<file path="config.mk">
export PLATFORM = sky130hd
export DESIGN_NAME = sobel_or_mean_3x3_filter_unit
export DESIGN_NICKNAME = d
export VERILOG_FILES = /design/src/hw/rtl/sobmf_pkg.sv /design/src/hw/rtl/sobmf_grad.sv /design/src/hw/rtl/sobmf_square.sv /design/src/hw/rtl/sobmf_root_step.sv /design/src/hw/rtl/sobel_or_mean_3x3_filter_unit.sv
export SDC_FILE = /design/constraint.sdc
export NUM_CORES = 1
export LEC_CHECK = 0
export BUFFER_PORTS_ARGS = -buffer_cell sky130_fd_sc_hd__buf_4
export CAP_MARGIN = 30
export CORE_MARGIN = 1.5
export CORE_UTILIZATION = 50
export DETAILED_ROUTE_END_ITERATION = 8
export PLACE_DENSITY_LB_ADDON = 0.3
export SYNTH_ARGS = -nofsm -noshare
export SYNTH_HDL_FRONTEND = slang
export SYNTH_HIERARCHICAL = 1
export SYNTH_SLANG_ARGS = --single-unit
</file>
<file path="constraint.sdc">
create_clock -name clk_i -period 10.5 [get_ports clk_i]
set_clock_uncertainty 0.2 [all_clocks]
set_input_delay 2.625 -clock clk_i [delete_from_list [all_inputs] [get_ports clk_i]]
set_output_delay 2.625 -clock clk_i [all_outputs]
set_load 0.03 [all_outputs]
</file>
<file path="src/hw/rtl/sobmf_pkg.sv">
// Shared types and constants for the 3x3 mean / Sobel magnitude filter.
// No dependencies; used by every module of the filter.
`default_nettype none

package sobmf_pkg;

  // Field widths
  localparam int unsigned PixW   = 8;
  localparam int unsigned GradW  = 11;  // signed gradient, |g| <= 1020
  localparam int unsigned AbsW   = 10;
  localparam int unsigned SumW   = 12;  // sum of nine pixels, <= 2295
  localparam int unsigned SqW    = 2 * AbsW;
  localparam int unsigned MagW   = SqW + 1;
  localparam int unsigned ValW   = 16;  // magnitudes below 2^16 go to the root
  localparam int unsigned RootW  = ValW / 2;

  // Divide by nine: multiply by ceil(2^16 / 9) and drop 16 bits.
  // Exact for every sum up to 2295.
  localparam int unsigned RecipW     = 13;
  localparam logic [RecipW-1:0] MeanRecip = 13'd7282;
  localparam int unsigned MeanShift  = 16;
  localparam int unsigned MeanProdW  = SumW + RecipW;

  localparam logic [PixW-1:0] MaxPix = 8'hFF;

  // Mode codes
  localparam logic ModeMean  = 1'b0;
  localparam logic ModeSobel = 1'b1;

  // Pipeline: gradient, square, magnitude, then one stage per root bit
  localparam int unsigned NumStages = 3 + RootW;

  typedef struct packed {
    logic                    mode;
    logic signed [GradW-1:0] gx;
    logic signed [GradW-1:0] gy;
    logic [SumW-1:0]         sum;
  } grad_t;

  typedef struct packed {
    logic            mode;
    logic [SqW-1:0]  sqx;
    logic [SqW-1:0]  sqy;
    logic [PixW-1:0] mean;
  } sq_t;

  typedef struct packed {
    logic             mode;
    logic             big;
    logic [PixW-1:0]  mean;
    logic [ValW-1:0]  val;
    logic [RootW-1:0] root;
  } root_t;

endpackage

`default_nettype wire

</file>
<file path="src/hw/rtl/sobmf_grad.sv">
// First stage: Sobel gradients and the pixel sum of one window.
// Depends on sobmf_pkg.
`default_nettype none

module sobmf_grad (
  input  wire logic                         clk_i,
  input  wire logic                         adv_i,
  input  wire logic [sobmf_pkg::PixW-1:0]   p_tl_i,
  input  wire logic [sobmf_pkg::PixW-1:0]   p_tc_i,
  input  wire logic [sobmf_pkg::PixW-1:0]   p_tr_i,
  input  wire logic [sobmf_pkg::PixW-1:0]   p_ml_i,
  input  wire logic [sobmf_pkg::PixW-1:0]   p_mc_i,
  input  wire logic [sobmf_pkg::PixW-1:0]   p_mr_i,
  input  wire logic [sobmf_pkg::PixW-1:0]   p_bl_i,
  input  wire logic [sobmf_pkg::PixW-1:0]   p_bc_i,
  input  wire logic [sobmf_pkg::PixW-1:0]   p_br_i,
  input  wire logic                         mode_i,
  output      sobmf_pkg::grad_t             grad_o
);

  localparam int unsigned GrpW = sobmf_pkg::GradW - 1;

  logic [GrpW-1:0] left_s, right_s, top_s, bot_s;
  sobmf_pkg::grad_t grad_d, grad_q;

  // Weighted 1-2-1 column and row sums
  always_comb begin
    left_s  = GrpW'(p_tl_i) + GrpW'({p_ml_i, 1'b0}) + GrpW'(p_bl_i);
    right_s = GrpW'(p_tr_i) + GrpW'({p_mr_i, 1'b0}) + GrpW'(p_br_i);
    top_s   = GrpW'(p_tl_i) + GrpW'({p_tc_i, 1'b0}) + GrpW'(p_tr_i);
    bot_s   = GrpW'(p_bl_i) + GrpW'({p_bc_i, 1'b0}) + GrpW'(p_br_i);
    grad_d.mode = mode_i;
    grad_d.gx   = $signed({1'b0, left_s}) - $signed({1'b0, right_s});
    grad_d.gy   = $signed({1'b0, top_s}) - $signed({1'b0, bot_s});
    grad_d.sum  = sobmf_pkg::SumW'(p_tl_i) + sobmf_pkg::SumW'(p_tc_i)
                + sobmf_pkg::SumW'(p_tr_i) + sobmf_pkg::SumW'(p_ml_i)
                + sobmf_pkg::SumW'(p_mc_i) + sobmf_pkg::SumW'(p_mr_i)
                + sobmf_pkg::SumW'(p_bl_i) + sobmf_pkg::SumW'(p_bc_i)
                + sobmf_pkg::SumW'(p_br_i);
  end

  // Load on advance
  always_ff @(posedge clk_i) begin
    if (adv_i) begin
      grad_q <= grad_d;
    end
  end

  assign grad_o = grad_q;

endmodule

`default_nettype wire

</file>
<file path="src/hw/rtl/sobmf_square.sv">
// Second and third stages: gradient squares and mean by reciprocal multiply,
// then the squared magnitude with its overflow flag. Depends on sobmf_pkg.
`default_nettype none

module sobmf_square (
  input  wire logic              clk_i,
  input  wire logic              adv_sq_i,
  input  wire logic              adv_mag_i,
  input  wire sobmf_pkg::grad_t  grad_i,
  output      sobmf_pkg::root_t  root_o
);

  localparam int unsigned AbsW = sobmf_pkg::AbsW;
  localparam int unsigned SqW  = sobmf_pkg::SqW;
  localparam int unsigned MagW = sobmf_pkg::MagW;
  localparam int unsigned ValW = sobmf_pkg::ValW;

  logic signed [sobmf_pkg::GradW-1:0] ngx_s, ngy_s;
  logic [AbsW-1:0]                    ax_s, ay_s;
  logic [sobmf_pkg::MeanProdW-1:0]    mprod_s;
  logic [MagW-1:0]                    mag_s;
  sobmf_pkg::sq_t                     sq_d, sq_q;
  sobmf_pkg::root_t                   mag_d, mag_q;

  // Absolute gradients, squares and the mean
  always_comb begin
    ngx_s   = -grad_i.gx;
    ngy_s   = -grad_i.gy;
    ax_s    = grad_i.gx[sobmf_pkg::GradW-1] ? ngx_s[AbsW-1:0] : grad_i.gx[AbsW-1:0];
    ay_s    = grad_i.gy[sobmf_pkg::GradW-1] ? ngy_s[AbsW-1:0] : grad_i.gy[AbsW-1:0];
    mprod_s = sobmf_pkg::MeanProdW'(grad_i.sum)
            * sobmf_pkg::MeanProdW'(sobmf_pkg::MeanRecip);
    sq_d.mode = grad_i.mode;
    sq_d.sqx  = SqW'(ax_s) * SqW'(ax_s);
    sq_d.sqy  = SqW'(ay_s) * SqW'(ay_s);
    sq_d.mean = mprod_s[sobmf_pkg::MeanShift +: sobmf_pkg::PixW];
  end

  always_ff @(posedge clk_i) begin
    if (adv_sq_i) begin
      sq_q <= sq_d;
    end
  end

  // Squared magnitude; flag anything at or above 2^16 for clamping
  always_comb begin
    mag_s      = MagW'(sq_q.sqx) + MagW'(sq_q.sqy);
    mag_d.mode = sq_q.mode;
    mag_d.big  = |mag_s[MagW-1:ValW];
    mag_d.mean = sq_q.mean;
    mag_d.val  = mag_s[ValW-1:0];
    mag_d.root = '0;
  end

  always_ff @(posedge clk_i) begin
    if (adv_mag_i) begin
      mag_q <= mag_d;
    end
  end

  assign root_o = mag_q;

endmodule

`default_nettype wire

</file>
<file path="src/hw/rtl/sobmf_root_step.sv">
// One stage of the bit-by-bit integer square root: tries one result bit.
// Depends on sobmf_pkg.
`default_nettype none

module sobmf_root_step #(
  parameter int unsigned BitIdx = 0
) (
  input  wire logic              clk_i,
  input  wire logic              adv_i,
  input  wire sobmf_pkg::root_t  root_i,
  output      sobmf_pkg::root_t  root_o
);

  localparam int unsigned RootW = sobmf_pkg::RootW;
  localparam int unsigned ValW  = sobmf_pkg::ValW;
  localparam logic [RootW-1:0] BitMask = RootW'(1) << BitIdx;

  logic [RootW-1:0] cand_s;
  logic [ValW-1:0]  cand_sq_s;
  sobmf_pkg::root_t root_d, root_q;

  // Keep the trial bit if its square still fits under the value
  always_comb begin
    cand_s    = root_i.root | BitMask;
    cand_sq_s = ValW'(cand_s) * ValW'(cand_s);
    root_d    = root_i;
    if (cand_sq_s <= root_i.val) begin
      root_d.root = cand_s;
    end
  end

  always_ff @(posedge clk_i) begin
    if (adv_i) begin
      root_q <= root_d;
    end
  end

  assign root_o = root_q;

endmodule

`default_nettype wire

</file>
<file path="src/hw/rtl/sobel_or_mean_3x3_filter_unit.sv">
// 3x3 window filter: mean of nine pixels or clamped Sobel gradient magnitude.
//
// Input channel valid_i/ready_o carries one window word: nine 8-bit pixels
// and filter_mode_i (0 mean, 1 Sobel). Output channel valid_o/ready_i
// carries one 8-bit filtered_pixel_o per window, in order.
// The datapath is an 11-stage pipeline: gradients and sum, squares and
// reciprocal-multiply mean, squared magnitude, then eight square-root
// stages that each settle one result bit. valid_o is the valid bit of the
// last stage, so a result is offered once its window has passed every stage;
// one window is taken every cycle while the output side keeps up. Each
// stage carries a valid bit; a stage loads whenever it is empty or its
// successor moves, so bubbles close up.
// When ready_i is low the last stage holds its word and stages fill behind
// it; ready_o drops once all 11 stages are full. Nothing is lost or
// repeated across a stall.
// Reset (rst_ni low, asynchronous) empties every stage; data registers
// are not cleared.
// Depends on sobmf_pkg, sobmf_grad, sobmf_square, sobmf_root_step.
`default_nettype none

module sobel_or_mean_3x3_filter_unit (
  input  wire logic                       clk_i,
  input  wire logic                       rst_ni,
  input  wire logic                       valid_i,
  output      logic                       ready_o,
  input  wire logic [sobmf_pkg::PixW-1:0] pixel_top_left_i,
  input  wire logic [sobmf_pkg::PixW-1:0] pixel_top_center_i,
  input  wire logic [sobmf_pkg::PixW-1:0] pixel_top_right_i,
  input  wire logic [sobmf_pkg::PixW-1:0] pixel_mid_left_i,
  input  wire logic [sobmf_pkg::PixW-1:0] pixel_mid_center_i,
  input  wire logic [sobmf_pkg::PixW-1:0] pixel_mid_right_i,
  input  wire logic [sobmf_pkg::PixW-1:0] pixel_bottom_left_i,
  input  wire logic [sobmf_pkg::PixW-1:0] pixel_bottom_center_i,
  input  wire logic [sobmf_pkg::PixW-1:0] pixel_bottom_right_i,
  input  wire logic                       filter_mode_i,
  output      logic                       valid_o,
  input  wire logic                       ready_i,
  output      logic [sobmf_pkg::PixW-1:0] filtered_pixel_o
);

  localparam int unsigned NumStages = sobmf_pkg::NumStages;
  localparam int unsigned RootW     = sobmf_pkg::RootW;
  localparam int unsigned RootBase  = 3;

  logic [NumStages-1:0] valid_d, valid_q;
  logic [NumStages-1:0] adv_s;
  sobmf_pkg::grad_t     grad_s;
  sobmf_pkg::root_t     chain_s [RootW+1];
  sobmf_pkg::root_t     last_s;

  // Stage enables: load when empty or when the next stage moves on
  always_comb begin
    adv_s[NumStages-1] = !valid_q[NumStages-1] || ready_i;
    for (int k = NumStages - 2; k >= 0; k--) begin
      adv_s[k] = !valid_q[k] || adv_s[k+1];
    end
  end

  // Advance valid bits alongside the data
  always_comb begin
    valid_d[0] = adv_s[0] ? valid_i : valid_q[0];
    for (int k = 1; k < NumStages; k++) begin
      if (!adv_s[k]) begin
        valid_d[k] = valid_q[k];
      end else begin
        valid_d[k] = valid_q[k-1];
      end
    end
  end

  always_ff @(posedge clk_i or negedge rst_ni) begin
    if (!rst_ni) begin
      valid_q <= '0;
    end else begin
      valid_q <= valid_d;
    end
  end

  assign ready_o = adv_s[0];
  assign valid_o = valid_q[NumStages-1];

  sobmf_grad u_grad (
    .clk_i  (clk_i),
    .adv_i  (adv_s[0]),
    .p_tl_i (pixel_top_left_i),
    .p_tc_i (pixel_top_center_i),
    .p_tr_i (pixel_top_right_i),
    .p_ml_i (pixel_mid_left_i),
    .p_mc_i (pixel_mid_center_i),
    .p_mr_i (pixel_mid_right_i),
    .p_bl_i (pixel_bottom_left_i),
    .p_bc_i (pixel_bottom_center_i),
    .p_br_i (pixel_bottom_right_i),
    .mode_i (filter_mode_i),
    .grad_o (grad_s)
  );

  sobmf_square u_square (
    .clk_i     (clk_i),
    .adv_sq_i  (adv_s[1]),
    .adv_mag_i (adv_s[2]),
    .grad_i    (grad_s),
    .root_o    (chain_s[0])
  );

  // One root stage per result bit, most significant first
  for (genvar j = 0; j < RootW; j++) begin : g_root
    sobmf_root_step #(
      .BitIdx (RootW - 1 - j)
    ) u_step (
      .clk_i  (clk_i),
      .adv_i  (adv_s[RootBase + j]),
      .root_i (chain_s[j]),
      .root_o (chain_s[j+1])
    );
  end

  assign last_s = chain_s[RootW];

  // Pick mean, clamped value or root
  always_comb begin
    if (last_s.mode == sobmf_pkg::ModeSobel) begin
      filtered_pixel_o = last_s.big ? sobmf_pkg::MaxPix : last_s.root;
    end else begin
      filtered_pixel_o = last_s.mean;
    end
  end

  // Occupancy grows by one when a word enters and none leaves
  a_fill_in: assert property (@(posedge clk_i) disable iff (!rst_ni)
    (valid_i && ready_o && !(valid_o && ready_i)) |=>
      ($countones(valid_q) == $past($countones(valid_q)) + 1))
    else $error("pipeline occupancy did not grow on input-only cycle");

  // Occupancy shrinks by one when a word leaves and none enters
  a_fill_out: assert property (@(posedge clk_i) disable iff (!rst_ni)
    (!(valid_i && ready_o) && valid_o && ready_i) |=>
      ($countones(valid_q) + 1 == $past($countones(valid_q))))
    else $error("pipeline occupancy did not shrink on output-only cycle");

  // Input stalls only behind a full pipeline held by the receiver
  a_stall_cause: assert property (@(posedge clk_i) disable iff (!rst_ni)
    !ready_o |-> (valid_o && !ready_i && (&valid_q)))
    else $error("input stalled while pipeline had room");

  // Finished root is the floor of the square root
  a_root_floor: assert property (@(posedge clk_i) disable iff (!rst_ni)
    (valid_o && last_s.mode == sobmf_pkg::ModeSobel && !last_s.big) |->
      ((18'(last_s.root) * 18'(last_s.root) <= 18'(last_s.val)) &&
       ((18'(last_s.root) + 18'd1) * (18'(last_s.root) + 18'd1) > 18'(last_s.val))))
    else $error("square root stage result out of range");

endmodule

`default_nettype wire

</file>
==> results.py, run 1 <==
metrics = {
    "die": {
        "rows": 103,
        "io_pins": 87,
        "die_h_um": 286,
        "core_sq_um": 79300,
        "dieArea_sq_um": 82100,
        "start_util_pct": 50.7,
        "die_x_um": 286,
    },
    "detailed_routing": {
        "routed_wl_um": 76900,
        "antenna_left": 0,
        "drt_iter0_markers": 1246,
        "first_pass_iters": 5,
        "routed_via_density": 5.18,
        "wl_per_cell_um": 15.3,
        "drc": 0,
        "vias": 26077,
    },
    "min_path": {
        "hp-class": "reg2reg",
    },
    "synthesis": {
        "ys_warn_count": 6,
        "syn-cell-area_sq_um": 40200,
        "synth_cells": 3837,
        "avgSynthCellArea_sq_um": 10.5,
    },
    "clock_network": {
        "clockBufferDepth": 3,
        "cts-resized-gates": 0,
        "cts.sinks": 375,
        "clock_latency_ns": 0.60,
        "cts_buffers": 45,
        "hold_buffers": 0,
        "cts_setup_buffers": 0,
        "tritoncts": "built",
        "htreeDepth": 2,
        "clk_pin_slew_worst_paths_ns": 0.06,
        "cts-root-buf": "clkbuf_16",
    },
    "cells_and_area": {
        "drive_gt1_share_pct": 6.17,
        "final_nets": 5046,
        "n_antenna_cell": 0,
        "final_common_cell": "inv_1",
        "syn2layout_area_growth_pct": 8.65,
        "final_cell_mix": "inv_1, ha_1, fa_1",
        "multi_input_area_sq_um": 25600,
        "regArea_sq_um": 11200,
        "fillers": 6874,
    },
    "global_routing": {
        "met2_usage_pct": 34.9,
        "grt_use_met1_pct": 25.9,
        "gr-usage-all-layers_pct": 19.6,
        "top_usage_layer": "met2",
        "grt_pass1_wl_um": 132000,
        "grt_max_degree": 48,
        "antenna_found_initial": 0,
        "met3_usage_pct": 2.05,
        "grt_pass1_vias": 27363,
        "grt.overflow.total": 0,
    },
    "critical_path": {
        "worst_setup_path_end_kind": "flip-flop",
        "critPathMaxFanout": 10,
        "start_kind": "flip-flop",
        "cp.required_ns": 10.61,
        "arrival_ns": 7.12,
        "crit_type": "reg2reg",
    },
    "placed_design": {
        "dp_hpwl_um": 63500,
        "io_buffers": 86,
        "place_congestion": 0.845,
    },
    "outcome": {
        "outcome": "complete, no violations",
    },
    "timing": {
        "rsz0062_at_grt": "false",
        "relSlewSlack_pct": 38.1,
        "tightest_slew_ns": 0.928,
        "drv_slew": 0,
        "hold_viol_final": 0,
        "finalCriticalPeriod_ns": 7.01,
        "fin_setup_tns_ns": 0,
        "final.period_utilization_pct": 66.7,
        "setup_viol": 0,
        "timing.hold.ws_ns": 0.180,
        "fmax_mhz": 143,
    },
    "flow_run": {
        "maxCapViolCount": 0,
    },
}
[per-stage QoR]
step	utilization (%)	cells	setup WS, ns	cell area [sq um]
final	55.1	5035	3.49	43700
after global routing	55.1	5035	3.02	43700
after floorplan	-	3844	3.55	40200
after CTS	55.1	5035	3.52	43700
after detailed placement	53.1	4951	3.54	42000
after global placement	53.0	4950	2.76	42000
[layer usage]
| metal | vias up | part of all wire [%] |
|---|---|---|
| met1 | 12693 | 45 |
| met5 | - | 0 |
| li1 | 12917 | - |
| met3 | 82 | 3.2 |
| met4 | 0 | 1.8 |
| met2 | 385 | 50 |
[critical path, stage by stage (launching register included)]
cell and delay [ns]:
edfxtp_1 0.53, clkinv_1 0.36, ha_1 0.33, nand2b_1 0.18, o41ai_1 0.11, xnor2_1 0.44, inv_1 0.23, nor2_1 0.23
fa_1 0.45, ha_1 0.28, inv_1 0.05, fa_1 0.48, inv_1 0.05, fa_1 0.47, inv_1 0.05, fa_1 0.49
inv_1 0.04, ha_1 0.32, a21oi_1 0.18, o221ai_1 0.20, a221o_1 0.42, a211oi_1 0.25, o21bai_1 0.14, a21oi_1 0.19
xnor2_1 0.08
[flip-flops by register name, indices dropped and copies added, names as in the netlist]
name	cells
u_square/mag_d	9
u_square/sq_q	38
g_root.u_step/root_o	256
u_grad/grad_o	35
valid_q	11
u_square/root_o	26
[worst paths after layout]
path / slack, ns / from / to / cells past startpoint
max: 3.49 / u_grad/grad_o[12] / u_square/sq_q[24] / 24
min: 0.18 / u_square/mag_d[33] / u_square/root_o[33] / 0
max reg2reg: 3.49 / u_grad/grad_o[12] / u_square/sq_q[24] / 24
min reg2reg: 0.18 / u_square/mag_d[33] / u_square/root_o[33] / 0
max in group asynchronous: 8.31 / rst_ni / valid_q[8] / 1
min in group asynchronous: 1.64 / rst_ni / valid_q[0] / 1
[final cells by class]
| cell class | count | area share, % |
|---|---|---|
| well taps | 1050 | 3.01 |
| clock inverters | 34 | 1.05 |
| inverters | 845 | 7.27 |
| repair buffers | 94 | 1.65 |
| multi-input cells | 2587 | 58.7 |
| clock buffers | 50 | 2.62 |
| flip-flops and latches | 375 | 25.7 |
Power of run 1 is not shown: default switching activity piles up to over one toggle a cycle in this logic, so the estimate is an artifact.
==> run 2: changes to the inputs <==
- clock period: 10.5 -> 7.2 ns (I/O delays scaled with it)
==> results.py, run 2 (synthesis results as in run 1) <==
metrics = {
    "outcome": {
        "outcome": "complete, no violations",
    },
    "critical_path": {
        "worst_setup_path_end_kind": "flip-flop",
        "crit_type": "reg2reg",
        "critPathMaxFanout": 10,
        "slowest_delay_ns": 0.50,
        "rr_worst_depth": 23,
        "r2r-start": "u_grad/grad_o[12]",
        "critPathBufInv": 5,
        "path_cells": "clkinv_1, ha_1, nand2b_1, o21ai_0, xor2_1, inv_1, nand2_1, fa_1, inv_1, fa_1, ha_1, fa_1, inv_1, fa_1, inv_1, ha_1, a21oi_1, o221ai_1, a221o_1, a211oi_1, o21bai_1, a21oi_1, xnor2_1",
        "arrival_ns": 6.80,
        "path_depth": 23,
        "cpMaxStageDelayCell": "fa_1",
        "cp.required_ns": 7.34,
        "start_kind": "flip-flop",
        "r2r_setup_slack_ns": 0.54,
        "r2r_end": "u_square/sq_q[24]",
        "critical-path-top-delay-family": "adder cells",
    },
    "clock_network": {
        "cts-resized-gates": 0,
        "hold_buffers": 0,
        "clockBufferDepth": 3,
        "tritoncts": "built",
        "htreeDepth": 2,
        "cts-root-buf": "clkbuf_16",
        "clk_pin_slew_worst_paths_ns": 0.06,
        "cts.sinks": 375,
        "clock_latency_ns": 0.59,
        "cts_buffers": 42,
    },
    "detailed_routing": {
        "drt_iter0_markers": 1295,
        "vias": 26124,
        "antenna_left": 0,
        "routed_via_density": 5.19,
        "routed_wl_um": 77500,
        "drc": 0,
        "wl_per_cell_um": 15.4,
        "first_pass_iters": 7,
    },
    "placed_design": {
        "io_buffers": 86,
        "place_congestion": 0.882,
        "dp_slack_ns": 0.379,
        "placed_area_sq_um": 42100,
        "dp_hpwl_um": 64500,
    },
    "min_path": {
        "hp-start": "u_grad/grad_o[34]",
        "hold_path_depth": 0,
        "hp-class": "reg2reg",
        "hold-path-endpoint": "u_square/mag_d[33]",
    },
    "timing": {
        "finalCriticalPeriod_ns": 6.66,
        "layout_setup_ws_ns": 0.536,
        "fin_setup_tns_ns": 0,
        "fmax_mhz": 150,
        "drv_slew": 0,
        "rsz0062_at_grt": "false",
        "setup_viol": 0,
        "hold_viol_final": 0,
        "tightest_slew_ns": 0.908,
        "final.period_utilization_pct": 92.6,
        "relSlewSlack_pct": 39.5,
    },
    "cells_and_area": {
        "design_area_sq_um": 43400,
        "largest_reg_flops": 256,
        "final_common_cell": "inv_1",
        "n_antenna_cell": 0,
        "drive_gt1_share_pct": 5.95,
        "final_nets": 5049,
        "syn2layout_area_growth_pct": 8.06,
        "final_cell_mix": "inv_1, ha_1, fa_1",
    },
    "die": {
        "rows": 103,
        "io_pins": 87,
        "dieArea_sq_um": 82100,
        "start_util_pct": 50.7,
        "core_sq_um": 79300,
        "die_x_um": 286,
        "die_h_um": 286,
    },
    "global_routing": {
        "grt_pass1_wl_um": 133000,
        "gr-usage-all-layers_pct": 19.8,
        "antenna_found_initial": 0,
        "grt_pass1_vias": 27447,
        "grt.overflow.total": 0,
        "grt_max_degree": 48,
    },
    "flow_run": {
        "maxCapViolCount": 0,
    },
}
[run 2: changes by cell type in the layout (fill, tap and decap cells not counted)]
cell / previous run / this run
inv_8: 2 / 0
clkinv_16: 2 / 1
inv_16: 1 / 2
clkinv_2: 4 / 2
clkinvlp_4: 6 / 2
clkbuf_1: 5 / 7
buf_4: 93 / 100
bufinv_16: 7 / 2
clkbuf_16: 45 / 42
clkinv_4: 3 / 4
buf_12: 1 / 0
clkinv_1: 10 / 13
[run 2: metrics by stage]
| stage | hold WS, ns | utilization [%] | instances |
|---|---|---|---|
| after CTS | 0.178 | 54.7 | 5028 |
| final | 0.185 | 54.8 | 5031 |
| after global routing | 0.192 | 54.8 | 5031 |
| after floorplan | 0.200 | - | 3844 |
| after detailed placement | 0.205 | 53.1 | 4954 |
| after global placement | 0.202 | 53.1 | 4954 |
[run 2: worst max path at each step]
stage	from	endpoint	slack, ns
after global placement	u_grad/grad_o[12]	u_square/sq_q[24]	0.59
after global routing	u_grad/grad_o[12]	u_square/sq_q[24]	0.19
after detailed placement	u_grad/grad_o[12]	u_square/sq_q[24]	0.38
after floorplan	u_grad/grad_o[15]	u_square/sq_q[24]	0.97
after CTS	u_grad/grad_o[12]	u_square/sq_q[24]	0.38
final	u_grad/grad_o[12]	u_square/sq_q[24]	0.54
[run 2: layer usage]
metal	track usage [%]	vias to the layer above	part of all wire, %
met5	0	-	0
met4	4.17	0	1.9
met3	2.38	99	3.4
met2	35.6	401	50
met1	25.7	12685	45
li1	-	12939	-
[run 2: cell type report]
| class | instances | area (sq um) |
|---|---|---|
| Multi-Input combinational cell | 2587 | 25600 |
| Timing Repair Buffer | 100 | 751 |
| Sequential cell | 375 | 11200 |
| Tap cell | 1050 | 1310 |
| Clock inverter | 25 | 255 |
| Fill cell | 6922 | 35800 |
| Inverter | 845 | 3170 |
| Clock buffer | 49 | 1080 |
[run 2: worst reg2reg max path, stage by stage, from the launching register on]
cell,delay [ns]
edfxtp_1,0.45
clkinv_1,0.29
ha_1,0.32
nand2b_1,0.17
o21ai_0,0.13
xor2_1,0.39
inv_1,0.22
nand2_1,0.20
fa_1,0.41
inv_1,0.08
fa_1,0.41
ha_1,0.29
fa_1,0.48
inv_1,0.05
fa_1,0.50
inv_1,0.04
ha_1,0.34
a21oi_1,0.22
o221ai_1,0.18
a221o_1,0.42
a211oi_1,0.26
o21bai_1,0.13
a21oi_1,0.18
xnor2_1,0.09
[run 2: what timing repair did]
action	CTS	global route
hold endpoints to repair	0	0
endpoints found under the setup margin	0	2
buffers inserted	0	3
Power of run 2 is left out for the same reason.
==> run 3: changes to the inputs <==
- CORE_MARGIN: 1.5 -> not set
- MAX_ROUTING_LAYER: not set -> met4
==> results.py, run 3 (synthesis results as in run 1) <==
metrics = {
    "cells_and_area": {
        "final_common_cell": "inv_1",
        "n_antenna_cell": 0,
        "final_nets": 5051,
        "multi_input_area_sq_um": 25600,
        "largest_reg_flops": 256,
        "drive_gt1_share_pct": 6.09,
        "regArea_sq_um": 11200,
        "syn2layout_area_growth_pct": 8.26,
        "final_cell_mix": "inv_1, ha_1, fa_1",
        "fillers": 6886,
    },
    "detailed_routing": {
        "dr_wl_met3_um": 2030,
        "antenna_left": 0,
        "top_layer_used": "met4",
        "wl_per_cell_um": 15.4,
        "routed_wl_um": 77600,
        "drt-met1-wl_um": 35200,
        "first_pass_iters": 7,
        "drt_iter0_markers": 1142,
        "vias": 25989,
        "routed_via_density": 5.16,
        "met2_length_um": 38800,
        "drc": 0,
    },
    "clock_network": {
        "tritoncts": "built",
        "hold_buffers": 0,
        "htreeDepth": 2,
        "cts-root-buf": "clkbuf_16",
        "cts.sinks": 375,
        "cts_buffers": 44,
        "clk_pin_slew_worst_paths_ns": 0.06,
        "clockBufferDepth": 3,
        "clock_latency_ns": 0.59,
    },
    "critical_path": {
        "crit_type": "reg2reg",
        "critPathBufInv": 5,
        "worst_setup_path_end_kind": "flip-flop",
        "arrival_ns": 6.90,
        "path_cells": "clkinv_1, ha_1, nand2b_1, o21ai_0, xor2_2, inv_1, nand2_1, fa_1, inv_1, fa_1, ha_1, fa_1, inv_1, fa_1, inv_1, ha_1, a21oi_1, o221ai_1, a221o_1, a211oi_1, o21bai_1, a21oi_1, xnor2_1",
        "cpMaxStageDelayCell": "fa_1",
        "critical-path-top-delay-family": "adder cells",
        "slowest_delay_ns": 0.57,
        "cp.required_ns": 7.30,
        "start_kind": "flip-flop",
        "critPathMaxFanout": 10,
    },
    "timing": {
        "relSlewSlack_pct": 39.1,
        "setup_viol": 0,
        "hold_viol_final": 0,
        "finalCriticalPeriod_ns": 6.80,
        "rsz0062_at_grt": "false",
        "final.period_utilization_pct": 94.5,
        "tightest_slew_ns": 0.914,
        "fin_setup_tns_ns": 0,
        "drv_slew": 0,
        "fmax_mhz": 147,
    },
    "placed_design": {
        "io_buffers": 86,
        "place_congestion": 0.890,
        "dp_hpwl_um": 64800,
    },
    "die": {
        "io_pins": 87,
        "die_h_um": 285,
        "die_x_um": 285,
        "dieArea_sq_um": 81500,
        "rows": 103,
        "start_util_pct": 50.7,
        "core_sq_um": 79300,
    },
    "flow_run": {
        "maxCapViolCount": 0,
    },
    "global_routing": {
        "antenna_found_initial": 0,
        "grt.overflow.total": 0,
        "grt_max_degree": 48,
        "grt_pass1_wl_um": 132000,
        "gr-usage-all-layers_pct": 20.5,
        "grt_pass1_vias": 27087,
    },
    "min_path": {
        "hp-class": "reg2reg",
    },
    "outcome": {
        "outcome": "complete, no violations",
    },
}
==> run 3: cell types whose count changed in the layout (fill, tap and decap cells not counted), sizes merged <==
| cell | previous run | this run |
|---|---|---|
| clkinv | 20 | 25 |
| bufinv | 2 | 1 |
| clkbuf | 49 | 50 |
| clkinvlp | 2 | 3 |
==> run 3: what timing repair did <==
item,CTS,global route
resized for setup,0,1
setup endpoints to repair,0,4
buffers inserted,0,2
==> run 3: worst register-to-register path: stages (launching register included) <==
cell,delay [ns]
edfxtp_1,0.48
clkinv_1,0.30
ha_1,0.30
nand2b_1,0.16
o21ai_0,0.17
xor2_2,0.24
inv_1,0.22
nand2_1,0.17
fa_1,0.57
inv_1,0.05
fa_1,0.45
ha_1,0.30
fa_1,0.48
inv_1,0.05
fa_1,0.50
inv_1,0.05
ha_1,0.34
a21oi_1,0.26
o221ai_1,0.19
a221o_1,0.41
a211oi_1,0.25
o21bai_1,0.13
a21oi_1,0.19
xnor2_1,0.08
==> run 3: final timing paths <==
path,cells past startpoint,start,end,slack (ns)
max in group asynchronous,1,rst_ni,valid_q[9],5.83
setup reg to reg,23,u_grad/grad_o[12],u_square/sq_q[24],0.40
hold / removal,0,g_root[5].u_step/root_o[32],g_root[6].u_step/root_o[32],0.17
min in group asynchronous,1,rst_ni,valid_q[1],0.82
setup / recovery,23,u_grad/grad_o[12],u_square/sq_q[24],0.40
hold reg to reg,0,g_root[5].u_step/root_o[32],g_root[6].u_step/root_o[32],0.17
==> run 3: metrics by stage <==
step                setup slack [ns]  cell area [sq um]  hold slack [ns]  instances  utilization (%)
floorplan                      0.966              40200            0.200       3844                -
global placement               0.561              42100            0.202       4955             53.1
detailed placement             0.435              42100            0.205       4955             53.1
CTS                            0.381              43500            0.175       5035             54.8
global route                  0.0231              43500            0.183       5037             54.9
finish                         0.399              43500            0.173       5037             54.9
==> run 3: area by class of cell <==
cell class,instances,share of cell area [%]
Clock buffer,50,2.58
Clock inverter,30,0.659
Inverter,845,7.29
Multi-Input combinational cell,2587,59.0
Sequential cell,375,25.8
Tap cell,1050,3.02
Timing Repair Buffer,100,1.73
==> run 3: routing by layer <==
metal  GRT usage (%)  vias to the layer above
met1            26.3                    12625
met4            4.32                        0
met5               -                        -
met3            2.16                       89
met2            34.9                      336
li1                -                    12939
Power of run 3 is left out for the same reason.
